`src/hdl/pwrs_pkg.sv`:
```
`timescale 1ns / 1ps
// ----------------------------------------------------------------------------
// pwrs_pkg
// Shared types, constants and helper functions of the write request splitter.
// ----------------------------------------------------------------------------
package pwrs_pkg;

  localparam int unsigned PACKET_BYTES      = 128;
  localparam int unsigned MAX_REQUEST_BYTES = 4096;
  localparam int unsigned ADDRESS_BITS      = 48;

  // fixed field widths of the item channels
  localparam int unsigned ADDR_W   = 48;
  localparam int unsigned COUNT_W  = 13;
  localparam int unsigned LEN_W    = 6;
  localparam int unsigned BE_W     = 4;
  localparam int unsigned OFFSET_W = 12;

  localparam logic [BE_W-1:0] BE_ALL = 4'hf;

  typedef enum logic {
    ST_IDLE,
    ST_RUN
  } state_e;

  // one packet descriptor
  typedef struct packed {
    logic [ADDR_W-1:0]   packet_address;
    logic [LEN_W-1:0]    dword_length;
    logic [BE_W-1:0]     first_enable;
    logic [BE_W-1:0]     last_enable;
    logic                wide_header;
    logic [OFFSET_W-1:0] payload_offset;
    logic                final_packet;
  } pkt_t;

  // enables of the n lowest bytes of a dword, n in 1..4
  function automatic logic [BE_W-1:0] count_enable(input logic [2:0] n);
    logic [BE_W-1:0] be;
    unique case (n)
      3'd1:    be = 4'h1;
      3'd2:    be = 4'h3;
      3'd3:    be = 4'h7;
      3'd0:    be = 4'h0;
      default: be = BE_ALL;
    endcase
    return be;
  endfunction

endpackage

```
`src/hdl/pwrs_req_if.sv`:
```
`timescale 1ns / 1ps
// ----------------------------------------------------------------------------
// pwrs_req_if
// Request channel: one memory-write request per item.
// ----------------------------------------------------------------------------
interface pwrs_req_if;
  logic                          valid;
  logic                          ready;
  logic [pwrs_pkg::ADDR_W-1:0]   start_address;
  logic [pwrs_pkg::COUNT_W-1:0]  byte_count;

  modport source (output valid, output start_address, output byte_count, input ready);
  modport sink   (input valid, input start_address, input byte_count, output ready);
endinterface

```
`src/hdl/pwrs_pkt_if.sv`:
```
`timescale 1ns / 1ps
// ----------------------------------------------------------------------------
// pwrs_pkt_if
// Descriptor channel: one memory-write packet descriptor per item.
// ----------------------------------------------------------------------------
interface pwrs_pkt_if;
  logic                           valid;
  logic                           ready;
  logic [pwrs_pkg::ADDR_W-1:0]    packet_address;
  logic [pwrs_pkg::LEN_W-1:0]     dword_length;
  logic [pwrs_pkg::BE_W-1:0]      first_enable;
  logic [pwrs_pkg::BE_W-1:0]      last_enable;
  logic                           wide_header;
  logic [pwrs_pkg::OFFSET_W-1:0]  payload_offset;
  logic                           final_packet;

  modport source (
    output valid, output packet_address, output dword_length, output first_enable,
    output last_enable, output wide_header, output payload_offset,
    output final_packet, input ready
  );
  modport sink (
    input valid, input packet_address, input dword_length, input first_enable,
    input last_enable, input wide_header, input payload_offset,
    input final_packet, output ready
  );
endinterface

```
`src/hdl/pwrs_step.sv`:
```
`timescale 1ns / 1ps
// ----------------------------------------------------------------------------
// pwrs_step
// Step unit: cuts the next packet off the remaining request.
// ----------------------------------------------------------------------------
module pwrs_step #(
  parameter int unsigned ADDRESS_BITS = pwrs_pkg::ADDRESS_BITS,
  parameter int unsigned PACKET_BYTES = pwrs_pkg::PACKET_BYTES,
  parameter int unsigned CNT_W        = 13,
  parameter int unsigned TAKE_W       = 13
) (
  input  logic [ADDRESS_BITS-1:0]       addr_i,
  input  logic [CNT_W-1:0]              cnt_i,
  input  logic [pwrs_pkg::OFFSET_W-1:0] off_i,
  output logic [TAKE_W-1:0]             take_o,
  output pwrs_pkg::pkt_t                pkt_o
);

  localparam int unsigned PBW = $clog2(PACKET_BYTES);

  logic [TAKE_W-1:0]       cnt_w;
  logic [TAKE_W-1:0]       room;
  logic [TAKE_W-1:0]       take;
  logic [TAKE_W-1:0]       len_w;
  logic [1:0]              sh;
  logic [pwrs_pkg::BE_W-1:0] be;
  logic [7:0]              be_sh;
  logic [ADDRESS_BITS-1:0] paddr;

  always_comb begin
    cnt_w = TAKE_W'(cnt_i);
    sh    = addr_i[1:0];
    pkt_o = '0;
    be_sh = '0;
    len_w = '0;
    if (sh != 2'd0) begin
      // unaligned head: one dword up to the next dword boundary
      be    = (cnt_w < TAKE_W'(3)) ? pwrs_pkg::count_enable(cnt_w[2:0])
                                   : pwrs_pkg::BE_ALL;
      be_sh = {4'h0, be} << sh;
      room  = TAKE_W'(3'd4 - {1'b0, sh});
      take  = (cnt_w < room) ? cnt_w : room;
      paddr = {addr_i[ADDRESS_BITS-1:2], 2'b00};
      pkt_o.dword_length = pwrs_pkg::LEN_W'(1);
      pkt_o.first_enable = be_sh[3:0];
      pkt_o.last_enable  = '0;
    end else begin
      room  = TAKE_W'(PACKET_BYTES) - TAKE_W'(addr_i[PBW-1:0]);
      take  = (room < cnt_w) ? room : cnt_w;
      be    = (take[1:0] != 2'd0) ? pwrs_pkg::count_enable({1'b0, take[1:0]})
                                  : pwrs_pkg::BE_ALL;
      paddr = addr_i;
      if (take <= TAKE_W'(4)) begin
        pkt_o.dword_length = pwrs_pkg::LEN_W'(1);
        pkt_o.first_enable = be;
        pkt_o.last_enable  = '0;
      end else begin
        len_w = (take + TAKE_W'(3)) >> 2;
        pkt_o.dword_length = len_w[pwrs_pkg::LEN_W-1:0];
        pkt_o.first_enable = pwrs_pkg::BE_ALL;
        pkt_o.last_enable  = be;
      end
    end
    pkt_o.packet_address = pwrs_pkg::ADDR_W'(paddr);
    pkt_o.wide_header    = |paddr[ADDRESS_BITS-1:32];
    pkt_o.payload_offset = off_i;
    pkt_o.final_packet   = (take == cnt_w);
    take_o = take;
  end

endmodule

```
`src/hdl/pcie_write_request_splitter.sv`:
```
`timescale 1ns / 1ps
// First descriptor: cut from the request registers after the request is accepted,
//   and loaded into the descriptor register provided that register is free.
// Throughput: one descriptor per cycle while the sink is ready; a request of N
//   packets (N <= 34 at the defaults) holds off requests until its last is cut.
//   The single step unit sets the rate, one packet per cycle while it can load.
// Reset (rst_ni low, asynchronous): sequencer idle, descriptor register empty.
// ----------------------------------------------------------------------------
// pcie_write_request_splitter
// Splits a memory-write request into PCIe memory-write packet descriptors.
// ----------------------------------------------------------------------------
module pcie_write_request_splitter #(
  // PACKET_BYTES must be a power of two
  parameter int unsigned PACKET_BYTES      = pwrs_pkg::PACKET_BYTES,
  parameter int unsigned MAX_REQUEST_BYTES = pwrs_pkg::MAX_REQUEST_BYTES,
  parameter int unsigned ADDRESS_BITS      = pwrs_pkg::ADDRESS_BITS
) (
  input  logic  clk_i,
  input  logic  rst_ni,
  pwrs_req_if.sink   req_i,
  pwrs_pkt_if.source pkt_o
);

  // remaining byte count and per-step take width
  localparam int unsigned CNT_W  = $clog2(MAX_REQUEST_BYTES + 1);
  localparam int unsigned PB_W   = $clog2(PACKET_BYTES) + 1;
  localparam int unsigned TAKE_W = (CNT_W > PB_W) ? CNT_W : PB_W;

  pwrs_pkg::state_e state_q, state_d;

  logic [ADDRESS_BITS-1:0]       addr_q;
  logic [CNT_W-1:0]              cnt_q;
  logic [pwrs_pkg::OFFSET_W-1:0] off_q;
  pwrs_pkg::pkt_t                out_q;
  logic                          out_vld_q;

  logic                          accept;
  logic                          load;
  logic [CNT_W-1:0]              cnt_sat;
  logic [TAKE_W-1:0]             take;
  pwrs_pkg::pkt_t                step_pkt;

  // Byte counts above the maximum are clamped.
  assign cnt_sat = (32'(req_i.byte_count) > 32'(MAX_REQUEST_BYTES))
                 ? CNT_W'(MAX_REQUEST_BYTES) : CNT_W'(req_i.byte_count);

  assign accept = req_i.valid && req_i.ready;

  // The step unit sees the live request state; while running, a packet is cut
  // whenever the descriptor register is free or being drained this cycle.
  pwrs_step #(
    .ADDRESS_BITS (ADDRESS_BITS),
    .PACKET_BYTES (PACKET_BYTES),
    .CNT_W        (CNT_W),
    .TAKE_W       (TAKE_W)
  ) u_step (
    .addr_i (addr_q),
    .cnt_i  (cnt_q),
    .off_i  (off_q),
    .take_o (take),
    .pkt_o  (step_pkt)
  );

  // next state
  always_comb begin
    state_d = state_q;
    unique case (state_q)
      pwrs_pkg::ST_IDLE: begin
        if (accept && (cnt_sat != '0)) state_d = pwrs_pkg::ST_RUN;
      end
      pwrs_pkg::ST_RUN: begin
        if (load && step_pkt.final_packet) state_d = pwrs_pkg::ST_IDLE;
      end
      default: state_d = pwrs_pkg::ST_IDLE;
    endcase
  end

  // sequencer outputs
  always_comb begin
    req_i.ready = 1'b0;
    load        = 1'b0;
    unique case (state_q)
      pwrs_pkg::ST_IDLE: req_i.ready = 1'b1;
      pwrs_pkg::ST_RUN:  load = !out_vld_q || pkt_o.ready;
      default: begin
        req_i.ready = 1'b0;
        load        = 1'b0;
      end
    endcase
  end

  always_ff @(posedge clk_i or negedge rst_ni) begin
    if (!rst_ni) begin
      state_q   <= pwrs_pkg::ST_IDLE;
      out_vld_q <= 1'b0;
    end else begin
      state_q <= state_d;
      if (load) begin
        out_vld_q <= 1'b1;
      end else if (pkt_o.ready) begin
        out_vld_q <= 1'b0;
      end
    end
  end

  // request state and descriptor register (payload, no reset)
  always_ff @(posedge clk_i) begin
    if (accept) begin
      addr_q <= ADDRESS_BITS'(req_i.start_address);
      cnt_q  <= cnt_sat;
      off_q  <= '0;
    end else if (load) begin
      addr_q <= addr_q + ADDRESS_BITS'(take);
      cnt_q  <= cnt_q - CNT_W'(take);
      off_q  <= off_q + pwrs_pkg::OFFSET_W'(take);
    end
    if (load) out_q <= step_pkt;
  end

  assign pkt_o.valid          = out_vld_q;
  assign pkt_o.packet_address = out_q.packet_address;
  assign pkt_o.dword_length   = out_q.dword_length;
  assign pkt_o.first_enable   = out_q.first_enable;
  assign pkt_o.last_enable    = out_q.last_enable;
  assign pkt_o.wide_header    = out_q.wide_header;
  assign pkt_o.payload_offset = out_q.payload_offset;
  assign pkt_o.final_packet   = out_q.final_packet;

  // A descriptor only appears after a packet was cut while running.
  a_vld_from_run: assert property (@(posedge clk_i) disable iff (!rst_ni)
    $rose(out_vld_q) |-> $past(state_q == pwrs_pkg::ST_RUN))
    else $error("descriptor without running request");

  // While running there are bytes left and each step takes some.
  a_run_cnt: assert property (@(posedge clk_i) disable iff (!rst_ni)
    (state_q == pwrs_pkg::ST_RUN) |-> (cnt_q != '0) && (take != '0))
    else $error("running with nothing to take");

  // Only the first packet of a request can start off a dword boundary.
  a_head_first: assert property (@(posedge clk_i) disable iff (!rst_ni)
    (state_q == pwrs_pkg::ST_RUN) && (addr_q[1:0] != 2'd0) |-> (off_q == '0))
    else $error("unaligned packet after head");

  // A cut packet is never dropped: the register is free or draining.
  a_no_overwrite: assert property (@(posedge clk_i) disable iff (!rst_ni)
    load |-> (!out_vld_q || pkt_o.ready))
    else $error("descriptor overwritten");

endmodule

```
`src/flat_wrapper.sv`:
```
// flat-port wrapper written by rule: the top's interface ports become plain ports
module pcie_write_request_splitter_flat 
#(
                                        
  parameter int unsigned PACKET_BYTES      = pwrs_pkg::PACKET_BYTES,
  parameter int unsigned MAX_REQUEST_BYTES = pwrs_pkg::MAX_REQUEST_BYTES,
  parameter int unsigned ADDRESS_BITS      = pwrs_pkg::ADDRESS_BITS
)
  (clk_i, rst_ni, req_i_valid, req_i_start_address, req_i_byte_count, req_i_ready, pkt_o_valid, pkt_o_packet_address, pkt_o_dword_length, pkt_o_first_enable, pkt_o_last_enable, pkt_o_wide_header, pkt_o_payload_offset, pkt_o_final_packet, pkt_o_ready);
  pwrs_req_if req_i_i ();
  pwrs_pkt_if pkt_o_i ();
  input  logic clk_i;
  input  logic rst_ni;
  input wire logic [$bits(req_i_i.valid)-1:0] req_i_valid;
  input wire logic [$bits(req_i_i.start_address)-1:0] req_i_start_address;
  input wire logic [$bits(req_i_i.byte_count)-1:0] req_i_byte_count;
  output wire logic [$bits(req_i_i.ready)-1:0] req_i_ready;
  output wire logic [$bits(pkt_o_i.valid)-1:0] pkt_o_valid;
  output wire logic [$bits(pkt_o_i.packet_address)-1:0] pkt_o_packet_address;
  output wire logic [$bits(pkt_o_i.dword_length)-1:0] pkt_o_dword_length;
  output wire logic [$bits(pkt_o_i.first_enable)-1:0] pkt_o_first_enable;
  output wire logic [$bits(pkt_o_i.last_enable)-1:0] pkt_o_last_enable;
  output wire logic [$bits(pkt_o_i.wide_header)-1:0] pkt_o_wide_header;
  output wire logic [$bits(pkt_o_i.payload_offset)-1:0] pkt_o_payload_offset;
  output wire logic [$bits(pkt_o_i.final_packet)-1:0] pkt_o_final_packet;
  input wire logic [$bits(pkt_o_i.ready)-1:0] pkt_o_ready;
  assign req_i_i.valid = req_i_valid;
  assign req_i_i.start_address = req_i_start_address;
  assign req_i_i.byte_count = req_i_byte_count;
  assign req_i_ready = req_i_i.ready;
  assign pkt_o_valid = pkt_o_i.valid;
  assign pkt_o_packet_address = pkt_o_i.packet_address;
  assign pkt_o_dword_length = pkt_o_i.dword_length;
  assign pkt_o_first_enable = pkt_o_i.first_enable;
  assign pkt_o_last_enable = pkt_o_i.last_enable;
  assign pkt_o_wide_header = pkt_o_i.wide_header;
  assign pkt_o_payload_offset = pkt_o_i.payload_offset;
  assign pkt_o_final_packet = pkt_o_i.final_packet;
  assign pkt_o_i.ready = pkt_o_ready;
  pcie_write_request_splitter #(.PACKET_BYTES(PACKET_BYTES), .MAX_REQUEST_BYTES(MAX_REQUEST_BYTES), .ADDRESS_BITS(ADDRESS_BITS)) u_core (.clk_i(clk_i), .rst_ni(rst_ni), .req_i(req_i_i), .pkt_o(pkt_o_i));
endmodule
```
`config.mk`:
```
export PLATFORM = sky130hd
export DESIGN_NAME = pcie_write_request_splitter_flat
export DESIGN_NICKNAME = d
export VERILOG_FILES = /design/src/hdl/pwrs_pkg.sv /design/src/hdl/pwrs_req_if.sv /design/src/hdl/pwrs_pkt_if.sv /design/src/hdl/pwrs_step.sv /design/src/hdl/pcie_write_request_splitter.sv /design/src/flat_wrapper.sv
export SDC_FILE = /design/constraint.sdc
export NUM_CORES = 1
export LEC_CHECK = 0
export ABC_CLOCK_PERIOD_IN_PS = 12000
export CAP_MARGIN = 40
export CELL_PAD_IN_SITES_DETAIL_PLACEMENT = 1
export CELL_PAD_IN_SITES_GLOBAL_PLACEMENT = 2
export CORE_ASPECT_RATIO = 0.5
export CORE_MARGIN = 2
export CORE_UTILIZATION = 44
export DETAILED_ROUTE_END_ITERATION = 8
export DONT_BUFFER_PORTS = 1
export HOLD_SLACK_MARGIN = 0.12
export PLACE_DENSITY = 0.93
export SETUP_SLACK_MARGIN = 0.4
export SLEW_MARGIN = 15
export SYNTH_ARGS = -nofsm -noshare
export SYNTH_HDL_FRONTEND = slang
export SYNTH_HIERARCHICAL = 1
export SYNTH_SLANG_ARGS = --single-unit
```
`constraint.sdc`:
```
create_clock -name clk_i -period 12 [get_ports clk_i]
set_input_delay 1.8 -clock clk_i [delete_from_list [all_inputs] [get_ports clk_i]]
set_output_delay 1.8 -clock clk_i [all_outputs]
set_load 0.01 [all_outputs]
```
==> run summary, run 1 <==
status: completed
PD cells: 270 nW/µm²
maximum clock rate: 148 MHz
critical path arrival: 6930 ps
peak per-stage delay on the critical path: 610 ps
Hold Crit Class: flip-flop to flip-flop
M2 GR Usage: 0.389
antenna diode count: 0
design area: 9840 µm²
internal power: 0.00159 W
WS Path Type: flip-flop to flip-flop
FILL cells: 2257
Crit path max-delay family: compound AO/OA/AOI/OAI gates
first drt pass iteration count: 5
total power: 0.00265 W
Cell Count Post-Placement: 1114
Ports: 143
Die Width: 211 µm
TNS Setup: 0 ps
die area: 22700 µm²
ANT nets after route: 0
sw frac: 0.402
clk buf depth: 2
Synth cell types: 78
CP Cell Sequence: inv_1, ha_1, nor3b_1, nand2_1, xor2_1, ha_1, and3_1, a221oi_1, o21a_1, nor3_1, a21oi_1, mux2_2, ha_1, fa_1, a211oi_1, o21bai_1, a22oi_2, a21boi_0, o21ai_0, xor2_1, o21ai_0
Root Driver: clkbuf_16
Final HPWL DP: 18100 µm
sequential share of the synthesized area: 0.467
Leak: 3.58 nW
clk sinks: 151
Placed Area: 9240 µm²
GR peak layer: met2
CTS tree: done
vias in the first global route: 6937
Crit path top cell by count: ha_1
Setup Skew: 12.7 ps
Layout Cells excl Fill: 1146
IO buf count: 0
hold buffer count at cts: 0
CP Launch Type: flip-flop
Slew Limit Fails: 0
Logic pwr share: 0.433
Worst VDD drop: 0.116 mV
Die Span Y: 107 µm
grt met3 use: 0.0560
routability congestion estimate: 0.870
initial drt markers: 294
CTS resizes: 0
gr usage total: 0.228
Clk network pwr share: 0.208
top cells by area, synth: edfxtp_1, ha_1, buf_4
slowest CP cell: ha_1
Slew HR: 0.430
CTS clk-pin slew, worst paths: 60 ps
Post-CTS Repair Setup Buffers: 0
post-synth top area cell: edfxtp_1
Worst-Margin Slew: 856 ps
Area growth syn-to-layout: 4.39%
share of synthesized flip-flops with an asynchronous set or reset: 0.0132
Syn Area/Cell: 10.2 µm²
register bit total from synthesis: 151
RSZ-0062 raised after global routing: no
Via Count: 6764
initial antenna violation count: 0
Fin. Hold Viols: 0
Post-synth EDFFs: 137
ratio of cells with drive above 1 in the final layout: 0.0745
total gr overflow: 0
Total Wirelength: 25200 µm
Worst-Skew Late Latency: 450 ps
FP Rows: 37
WL per Instance: 22.0 µm
commonest non-fill, non-tap cell in the layout: edfxtp_1
CP Buf/Inv Count: 1
Residual DRC: 0
total CTS buffers: 17
sequential power share: 0.358
H-tree depth: 4
most frequent cells in the layout: edfxtp_1, nand2_1, nor2_1
Mapped Cells: 925
Final setup viols: 0
worst-path maximum fanout: 19
grt met1 use: 0.279
final core occ: 0.473
Max-Cap Viols: 0
Nets: 977
switching pwr: 0.00107 W
largest net degree at the start of global routing: 84
Synth Cell Area: 9420 µm²
final cycle utilization of the critical path: 0.564
top cell type's share of synthesized area: 0.437
Final Critical Period: 6770 ps
initial core utilization: 0.453
global-route wire length before repair: 39000 µm
Worst EP required: 12160 ps
Critical Path Sink Type: flip-flop
Core Area: 20800 µm²
Top FF cell, synth: edfxtp_1
Yosys Warn Count: 6
Vias/cell: 5.90
[worst paths after layout]
| path | from | end | slack [ps] | cells after the start |
|---|---|---|---|---|
| min | u_core/addr_q[10] | u_core/pkt_o.packet_address[10] | 460 | 0 |
| max reg2reg | u_core/addr_q[0] | u_core/addr_q[14] | 5230 | 21 |
| max | u_core/addr_q[0] | u_core/addr_q[14] | 5230 | 21 |
| min in group asynchronous | rst_ni | u_core/pkt_o.valid | 1050 | 0 |
| max in group asynchronous | rst_ni | u_core/state_q | 10880 | 0 |
| min reg2reg | u_core/addr_q[10] | u_core/pkt_o.packet_address[10] | 460 | 0 |
[worst register-to-register path, cell delays in order (launching register included)]
cell and delay (ps):
edfxtp_1 540, inv_1 180, ha_1 610, nor3b_1 450, nand2_1 160, xor2_1 320
ha_1 310, and3_1 170, a221oi_1 330, o21a_1 390, nor3_1 90, a21oi_1 240
mux2_2 410, ha_1 220, fa_1 450, a211oi_1 300, o21bai_1 170, a22oi_2 430
a21boi_0 220, o21ai_0 250, xor2_1 160, o21ai_0 80
[cells in the mapped netlist, drive strengths merged, types with 3 or more instances]
cell	number
nand4b	4
xnor2	29
o2111ai	4
or3	5
edfxtp	137
xor2	29
a221oi	4
a31oi	17
buf	72
a211o	4
a211oi	14
nand2	86
nor3	20
inv	47
or4	14
nor4	10
and3	13
a22oi	3
nor2b	6
o21ai	67
fa	3
or2	3
nand4	10
o21bai	5
clkbuf	22
and2	6
a21oi	54
o21a	3
o31ai	6
nand2b	9
a21boi	5
mux2i	5
ha	49
nand3b	8
a21o	19
nand3	22
nor2	61
o211ai	5
o31a	3
nor3b	5
dfxtp	12
[power groups by stage]
stage	sequential [W]	clock, W	combinational [W]
final	0.000950	0.000552	0.00115
after global routing	0.000973	0.000583	0.00129
after CTS	0.000953	0.000564	0.00114
after detailed placement	0.000963	0	0.00113
after global placement	0.000957	0	0.00108
after floorplan	0.000888	0	0.000969
[logic make-up after synthesis]
family | after synthesis | share of synthesized area
AO/OA/AOI/OAI | 229 | 0.160
flip-flops | 151 | 0.467
adder cells (fa/ha/maj) | 52 | 0.0714
buffers and inverters | 141 | 0.0847
XOR/XNOR | 58 | 0.0539
AND/OR/NAND/NOR | 286 | 0.155
multiplexers | 7 | 0.00770
other | 1 | 0.000398
[per-layer routing]
| layer | wire length [µm] | vias up |
|---|---|---|
| li1 | - | 3215 |
| met2 | 12400 | 133 |
| met3 | 1220 | 37 |
| met5 | 0 | - |
| met1 | 11000 | 3379 |
| met4 | 617 | 0 |
[per-stage QoR]
stage	setup slack, ps	hold slack (ps)
after CTS	5280	465
after floorplan	6280	450
after detailed placement	5320	448
after global placement	5570	438
after global routing	4800	472
final	5230	463
[cell type report]
cell class / count / area, µm² / share of cell area
Multi-Input combinational cell: 637 / 4250 / 0.432
Clock buffer: 22 / 454 / 0.0462
Sequential cell: 151 / 4400 / 0.448
Tap cell: 273 / 342 / 0.0347
Inverter: 47 / 178 / 0.0181
Clock inverter: 10 / 146 / 0.0149
Timing Repair Buffer: 6 / 65.1 / 0.00661
[flip-flops by register name, indices dropped and copies added (netlist names), 4 cells and up]
register	cells
u_core/pkt_o.last_enable	4
u_core/off_q	12
u_core/addr_q	48
u_core/cnt_q	13
u_core/pkt_o.packet_address	48
u_core/pkt_o.payload_offset	12
u_core/pkt_o.dword_length	6
u_core/pkt_o.first_enable	4
Power figures use the tool's default switching activity.
==> run 2: changes to the inputs <==
--- a/config.mk
+++ b/config.mk
@@ -5,17 +5,17 @@
 export SDC_FILE = /design/constraint.sdc
 export NUM_CORES = 1
 export LEC_CHECK = 0
-export ABC_CLOCK_PERIOD_IN_PS = 12000
+export ABC_CLOCK_PERIOD_IN_PS = 6700
 export CAP_MARGIN = 40
 export CELL_PAD_IN_SITES_DETAIL_PLACEMENT = 1
 export CELL_PAD_IN_SITES_GLOBAL_PLACEMENT = 2
 export CORE_ASPECT_RATIO = 0.5
 export CORE_MARGIN = 2
-export CORE_UTILIZATION = 44
+export CORE_UTILIZATION = 41
 export DETAILED_ROUTE_END_ITERATION = 8
 export DONT_BUFFER_PORTS = 1
 export HOLD_SLACK_MARGIN = 0.12
-export PLACE_DENSITY = 0.93
+export PLACE_DENSITY = 0.88
 export SETUP_SLACK_MARGIN = 0.4
 export SLEW_MARGIN = 15
 export SYNTH_ARGS = -nofsm -noshare
==> constraint.sdc (replaced) <==
create_clock -name clk_i -period 6.7 [get_ports clk_i]
set_input_delay 1.005 -clock clk_i [delete_from_list [all_inputs] [get_ports clk_i]]
set_output_delay 1.005 -clock clk_i [all_outputs]
set_load 0.01 [all_outputs]
==> run summary, run 2 (synthesis results as in run 1) <==
Leak: 3.68 nW (was 3.58 nW)
CP Launch Type: flip-flop (unchanged)
die area: 24300 µm² (was 22700 µm²)
Worst VDD drop: 0.190 mV (was 0.116 mV)
M2 GR Usage: 0.366 (was 0.389)
FILL cells: 2528 (was 2257)
final core occ: 0.443 (was 0.473)
initial core utilization: 0.415 (was 0.453)
GR peak layer: met2 (unchanged)
Setup Skew: 13.1 ps (was 12.7 ps)
clk sinks: 151 (unchanged)
Slew HR: 0.376 (was 0.430)
Vias/cell: 5.67 (was 5.90)
H-tree depth: 4 (unchanged)
antenna diode count: 0 (unchanged)
Nets: 994 (was 977)
grt met3 use: 0.0658 (was 0.0560)
Total Wirelength: 26200 µm (was 25200 µm)
largest net degree at the start of global routing: 57 (was 84)
gr usage total: 0.223 (was 0.228)
worst flop-to-flop path startpoint: u_core/addr_q[0] (unchanged)
final hold slack: 251 ps (was 463 ps)
PnR worst setup slack: 793 ps (was 5230 ps)
CTS clk-pin slew, worst paths: 70 ps (was 60 ps)
initial drt markers: 363 (was 294)
clk buf depth: 2 (unchanged)
Hold Crit Class: input port to asynchronous set/reset pin (was flip-flop to flip-flop)
worst-path maximum fanout: 12 (was 19)
global-route wire length before repair: 41300 µm (was 39000 µm)
peak per-stage delay on the critical path: 550 ps (was 610 ps)
critical path arrival: 6190 ps (was 6930 ps)
total gr overflow: 0 (unchanged)
RSZ-0062 raised after global routing: no (unchanged)
ratio of cells with drive above 1 in the final layout: 0.0966 (was 0.0745)
commonest non-fill, non-tap cell in the layout: edfxtp_1 (unchanged)
Ports: 143 (unchanged)
Via Count: 6791 (was 6764)
first drt pass iteration count: 4 (was 5)
R2R Path End: u_core/addr_q[37] (was u_core/addr_q[14])
vias in the first global route: 7317 (was 6937)
Crit path max-delay family: compound AO/OA/AOI/OAI gates (unchanged)
CTS tree: done (unchanged)
Area growth syn-to-layout: 6.65% (was 4.39%)
PD cells: 486 nW/µm² (was 270 nW/µm²)
Fin. Hold Viols: 0 (unchanged)
status: completed (unchanged)
final cycle utilization of the critical path: 0.882 (was 0.564)
initial antenna violation count: 1 (was 0)
grt met1 use: 0.276 (was 0.279)
WS Path Type: flip-flop to flip-flop (unchanged)
routability congestion estimate: 0.921 (was 0.870)
Slew Limit Fails: 0 (unchanged)
ANT nets after route: 0 (unchanged)
CP Cell Sequence: inv_1, ha_1, nor3b_2, xor2_1, inv_1, ha_1, a21o_1, a221oi_1, o21a_1, buf_4, nor3_1, o21ai_0, inv_1, ha_1, nand3_1, nor2_2, a21boi_2, o21ai_2, buf_4, a2111o_1, or3_1, a31oi_1 (was inv_1, ha_1, nor3b_1, nand2_1, xor2_1, ha_1, and3_1, a221oi_1, o21a_1, nor3_1, a21oi_1, mux2_2, ha_1, fa_1, a211oi_1, o21bai_1, a22oi_2, a21boi_0, o21ai_0, xor2_1, o21ai_0)
CP Buf/Inv Count: 5 (was 1)
Max-Cap Viols: 0 (unchanged)
Critical Path Sink Type: flip-flop (unchanged)
Residual DRC: 0 (unchanged)
IO buf count: 0 (unchanged)
Root Driver: clkbuf_16 (unchanged)
WL per Instance: 21.9 µm (was 22.0 µm)
TNS Setup: 0 ps (unchanged)
Core Area: 22700 µm² (was 20800 µm²)
Final setup viols: 0 (unchanged)
R2R depth: 22 (was 21)
Die Width: 218 µm (was 211 µm)
register-to-register setup slack: 790 ps (was 5230 ps)
maximum clock rate: 169 MHz (was 148 MHz)
Die Span Y: 111 µm (was 107 µm)
Worst EP required: 6990 ps (was 12160 ps)
Final Critical Period: 5910 ps (was 6770 ps)
slowest CP cell: edfxtp_1 (was ha_1)
Worst-Skew Late Latency: 450 ps (about the same)
most frequent cells in the layout: edfxtp_1, nand2_1, nor2_1 (unchanged)
Final HPWL DP: 19000 µm (was 18100 µm)
Worst-Margin Slew: 927 ps (was 856 ps)
DP Worst Slack: 519 ps (was 5320 ps)
FP Rows: 39 (was 37)
total CTS buffers: 17 (unchanged)
-- run 2: how the worst max path moves through the flow --
stage | start | to | depth (start not counted)
2_1_floorplan | u_core/addr_q[0] | u_core/addr_q[16] | 23
3_3_place_gp | u_core/addr_q[0] | u_core/addr_q[16] | 21
3_5_place_dp | u_core/addr_q[0] | u_core/addr_q[16] | 21
4_1_cts | u_core/addr_q[0] | u_core/addr_q[16] | 21
5_1_grt | u_core/addr_q[1] | u_core/addr_q[37] | 22
6_report | u_core/addr_q[0] | u_core/addr_q[37] | 22
-- run 2: what timing repair did --
action	in CTS	in global routing
setup buffers	0	1
gates resized for setup	0	1
endpoints found under the setup margin	0	31
hold buffers	0	0
-- run 2: area by class of cell --
type	instances	area, µm²	area share
clock buffer	19	443	0.0441
clock inverter	13	170	0.0169
inverter	47	178	0.0177
multi-input combinational	637	4250	0.423
sequential	151	4400	0.438
tap	307	384	0.0382
timing repair buffer	23	218	0.0217
-- run 2: where the power goes --
part,total (W),leakage [nW],switching [W],internal (W)
Combinational,0.00219,1.93,0.00128,0.000911
Sequential,0.00168,1.46,0.000283,0.00139
Clock,0.00102,0.302,0.000415,0.000602
-- run 2: routing by layer --
metal,part of all wire,wire length (µm)
met1,0.44,11400
met2,0.48,12600
met3,0.050,1320
met4,0.030,795
met5,0.00042,11
-- run 2: metrics by stage --
step | cells | cell area, µm² | power (W)
after detailed placement | 1163 | 9410 | 0.00385
after global placement | 1162 | 9380 | 0.00373
final | 1197 | 10100 | 0.00489
after global routing | 1197 | 10100 | 0.00525
after floorplan | 929 | 9440 | 0.00333
after CTS | 1195 | 10000 | 0.00489
==> run 3: changes to the inputs <==
--- a/config.mk
+++ b/config.mk
@@ -5,17 +5,17 @@
 export SDC_FILE = /design/constraint.sdc
 export NUM_CORES = 1
 export LEC_CHECK = 0
-export ABC_CLOCK_PERIOD_IN_PS = 6700
+export ABC_CLOCK_PERIOD_IN_PS = 5300
 export CAP_MARGIN = 40
 export CELL_PAD_IN_SITES_DETAIL_PLACEMENT = 1
 export CELL_PAD_IN_SITES_GLOBAL_PLACEMENT = 2
 export CORE_ASPECT_RATIO = 0.5
 export CORE_MARGIN = 2
-export CORE_UTILIZATION = 41
+export CORE_UTILIZATION = 37
 export DETAILED_ROUTE_END_ITERATION = 8
 export DONT_BUFFER_PORTS = 1
 export HOLD_SLACK_MARGIN = 0.12
-export PLACE_DENSITY = 0.88
+export PLACE_DENSITY = 0.84
 export SETUP_SLACK_MARGIN = 0.4
 export SLEW_MARGIN = 15
 export SYNTH_ARGS = -nofsm -noshare
==> constraint.sdc (replaced) <==
create_clock -name clk_i -period 5.3 [get_ports clk_i]
set_input_delay 0.795 -clock clk_i [delete_from_list [all_inputs] [get_ports clk_i]]
set_output_delay 0.795 -clock clk_i [all_outputs]
set_load 0.005 [all_outputs]
==> run summary, run 3 (synthesis results as in run 1) <==
status: completed (unchanged)
sw frac: 0.415 (was 0.405)
critical path arrival: 5490 ps (was 6190 ps)
Die Span Y: 117 µm (was 111 µm)
routability congestion estimate: 0.911 (was 0.921)
Slew Limit Fails: 0 (unchanged)
PD cells: 646 nW/µm² (was 486 nW/µm²)
commonest non-fill, non-tap cell in the layout: edfxtp_1 (unchanged)
ANT nets after route: 0 (unchanged)
Ports: 143 (unchanged)
ratio of cells with drive above 1 in the final layout: 0.240 (was 0.0966)
Hold Crit Class: flip-flop to flip-flop (was input port to asynchronous set/reset pin)
CTS tree: done (unchanged)
Core Area: 25100 µm² (was 22700 µm²)
Crit path max-delay family: simple AND/OR/NAND/NOR gates (was compound AO/OA/AOI/OAI gates)
Final setup viols: 0 (unchanged)
largest net degree at the start of global routing: 57 (unchanged)
TNS Setup: 0 ps (unchanged)
DP Worst Slack: -162 ps (was 519 ps)
IO buf count: 0 (unchanged)
global-route wire length before repair: 42000 µm (was 41300 µm)
Slew HR: 0.467 (was 0.376)
first drt pass iteration count: 5 (was 4)
total gr overflow: 0 (unchanged)
Worst VDD drop: 0.265 mV (was 0.190 mV)
CP Cell Sequence: or4_4, buf_4, nor2_2, xnor2_1, ha_1, and3_4, a221oi_4, o21a_2, nor3_2, a21oi_2, buf_4, mux2i_4, buf_4, buf_6, inv_2, ha_4, nor2b_4, o21ai_4, a21oi_2, o41ai_2, o21ai_1, or4b_1, nand3_2 (was inv_1, ha_1, nor3b_2, xor2_1, inv_1, ha_1, a21o_1, a221oi_1, o21a_1, buf_4, nor3_1, o21ai_0, inv_1, ha_1, nand3_1, nor2_2, a21boi_2, o21ai_2, buf_4, a2111o_1, or3_1, a31oi_1)
Layout Cells excl Fill: 1308 (was 1197)
peak per-stage delay on the critical path: 570 ps (was 550 ps)
Worst-Skew Late Latency: 460 ps (was 450 ps)
Area growth syn-to-layout: 18.2% (was 6.65%)
gr usage total: 0.207 (was 0.223)
R2R depth: 23 (was 22)
CP Launch Type: flip-flop (unchanged)
Logic pwr share: 0.539 (was 0.449)
Root Driver: clkbuf_16 (unchanged)
vias in the first global route: 7428 (was 7317)
initial drt markers: 363 (unchanged)
R2R Path End: u_core/cnt_q[11] (was u_core/addr_q[37])
Leak: 4.11 nW (was 3.68 nW)
Die Width: 230 µm (was 218 µm)
Worst-Margin Slew: 796 ps (was 927 ps)
worst hold start: u_core/off_q[11]
CP Buf/Inv Count: 5 (unchanged)
CTS clk-pin slew, worst paths: 70 ps (about the same)
maximum clock rate: 193 MHz (was 169 MHz)
Total Wirelength: 29000 µm (was 26200 µm)
Final HPWL DP: 20400 µm (was 19000 µm)
sequential power share: 0.286 (was 0.343)
internal power: 0.00421 W (was 0.00291 W)
Vias/cell: 5.45 (was 5.67)
final hold slack: 455 ps (was 251 ps)
total power: 0.00720 W (was 0.00489 W)
FILL cells: 2761 (was 2528)
worst-path maximum fanout: 3 (was 12)
Clk network pwr share: 0.175 (was 0.208)
total CTS buffers: 17 (unchanged)
H-tree depth: 4 (unchanged)
WS Path Type: flip-flop to flip-flop (unchanged)
Via Count: 7125 (was 6791)
initial antenna violation count: 2 (was 1)
Worst EP required: 5620 ps (was 6990 ps)
initial core utilization: 0.375 (was 0.415)
Crit path top cell by count: buf_4
PnR worst setup slack: 129 ps (was 793 ps)
final cycle utilization of the critical path: 0.976 (was 0.882)
register-to-register setup slack: 130 ps (was 790 ps)
FP Rows: 41 (was 39)
Cell Count Post-Placement: 1234 (was 1163)
hold depth: 0
clk buf depth: 2 (unchanged)
worst hold endpoint: u_core/pkt_o.payload_offset[11]
RSZ-0062 raised after global routing: yes (was no)
WL per Instance: 22.1 µm (was 21.9 µm)
slowest CP cell: or4b_1 (was edfxtp_1)
clk sinks: 151 (unchanged)
Max-Cap Viols: 0 (unchanged)
Nets: 1067 (was 994)
worst flop-to-flop path startpoint: u_core/addr_q[2] (was u_core/addr_q[0])
die area: 26800 µm² (was 24300 µm²)
Final Critical Period: 5170 ps (was 5910 ps)
most frequent cells in the layout: edfxtp_1, buf_4, nand2_1 (was edfxtp_1, nand2_1, nor2_1)
Residual DRC: 0 (unchanged)
switching pwr: 0.00298 W (was 0.00198 W)
Setup Skew: 11.1 ps (was 13.1 ps)
Critical Path Sink Type: flip-flop (unchanged)
Fin. Hold Viols: 0 (unchanged)
-- run 3: per-layer routing --
| metal | vias up | GRT usage | wire length (µm) | part of all wire |
|---|---|---|---|---|
| met5 | - | 0 | 13 | 0.00045 |
| met4 | 2 | 0.0976 | 793 | 0.027 |
| met3 | 43 | 0.0465 | 1120 | 0.039 |
| met2 | 130 | 0.367 | 14600 | 0.50 |
| met1 | 3557 | 0.244 | 12500 | 0.43 |
| li1 | 3393 | - | - | - |
-- run 3: worst reg2reg max path, cell delays in order (launching register included) --
cell      delay, ps
edfxtp_1        420
or4_4           540
buf_4           160
nor2_2          120
xnor2_1         170
ha_1            270
and3_4          200
a221oi_4        250
o21a_2          210
nor3_2           50
a21oi_2         150
buf_4           160
mux2i_4         250
buf_4           150
buf_6            90
inv_2            50
ha_4            210
nor2b_4         130
o21ai_4         180
a21oi_2          90
o41ai_2         400
o21ai_1         140
or4b_1          570
nand3_2          90
-- run 3: how the worst max path moves through the flow --
stage                startpoint                end  cells after the start
4_1_cts        u_core/addr_q[1]  u_core/addr_q[24]                     22
6_report       u_core/addr_q[2]   u_core/cnt_q[11]                     23
2_1_floorplan  u_core/addr_q[0]  u_core/addr_q[16]                     23
3_3_place_gp   u_core/addr_q[1]  u_core/addr_q[38]                     20
3_5_place_dp   u_core/addr_q[0]  u_core/addr_q[38]                     20
5_1_grt        u_core/addr_q[1]  u_core/addr_q[46]                     27
-- run 3: cell type report --
class | instances | area [µm²] | area share
clock buffer | 18 | 439 | 0.0394
timing repair buffer | 96 | 807 | 0.0724
tap | 344 | 430 | 0.0386
antenna | 1 | 2.50 | 0.000225
inverter | 47 | 188 | 0.0168
clock inverter | 14 | 159 | 0.0143
sequential | 151 | 4400 | 0.395
multi-input combinational | 637 | 4710 | 0.423
-- run 3: power by group through the flow --
stage	Clock [W]	Combinational [W]	Sequential, W
floorplan	0	0.00229	0.00197
global placement	0	0.00293	0.00207
detailed placement	0	0.00304	0.00209
CTS	0.00129	0.00323	0.00206
global route	0.00133	0.00419	0.00209
finish	0.00126	0.00388	0.00206
-- run 3: through the flow --
step,util,instance area (µm²)
floorplan,-,9570
global placement,0.390,9790
detailed placement,0.390,9790
CTS,0.422,10600
global route,0.443,11100
finish,0.443,11100
-- run 3: repair_timing --
| action | CTS | global route |
|---|---|---|
| setup buffers | 15 | 24 |
| cloned | 0 | 1 |
| resized for setup | 28 | 76 |
| hold endpoints to repair | 2 | 0 |
| hold buffers | 1 | 0 |
| pin swaps | 24 | 56 |
| setup endpoints to repair | 51 | 57 |
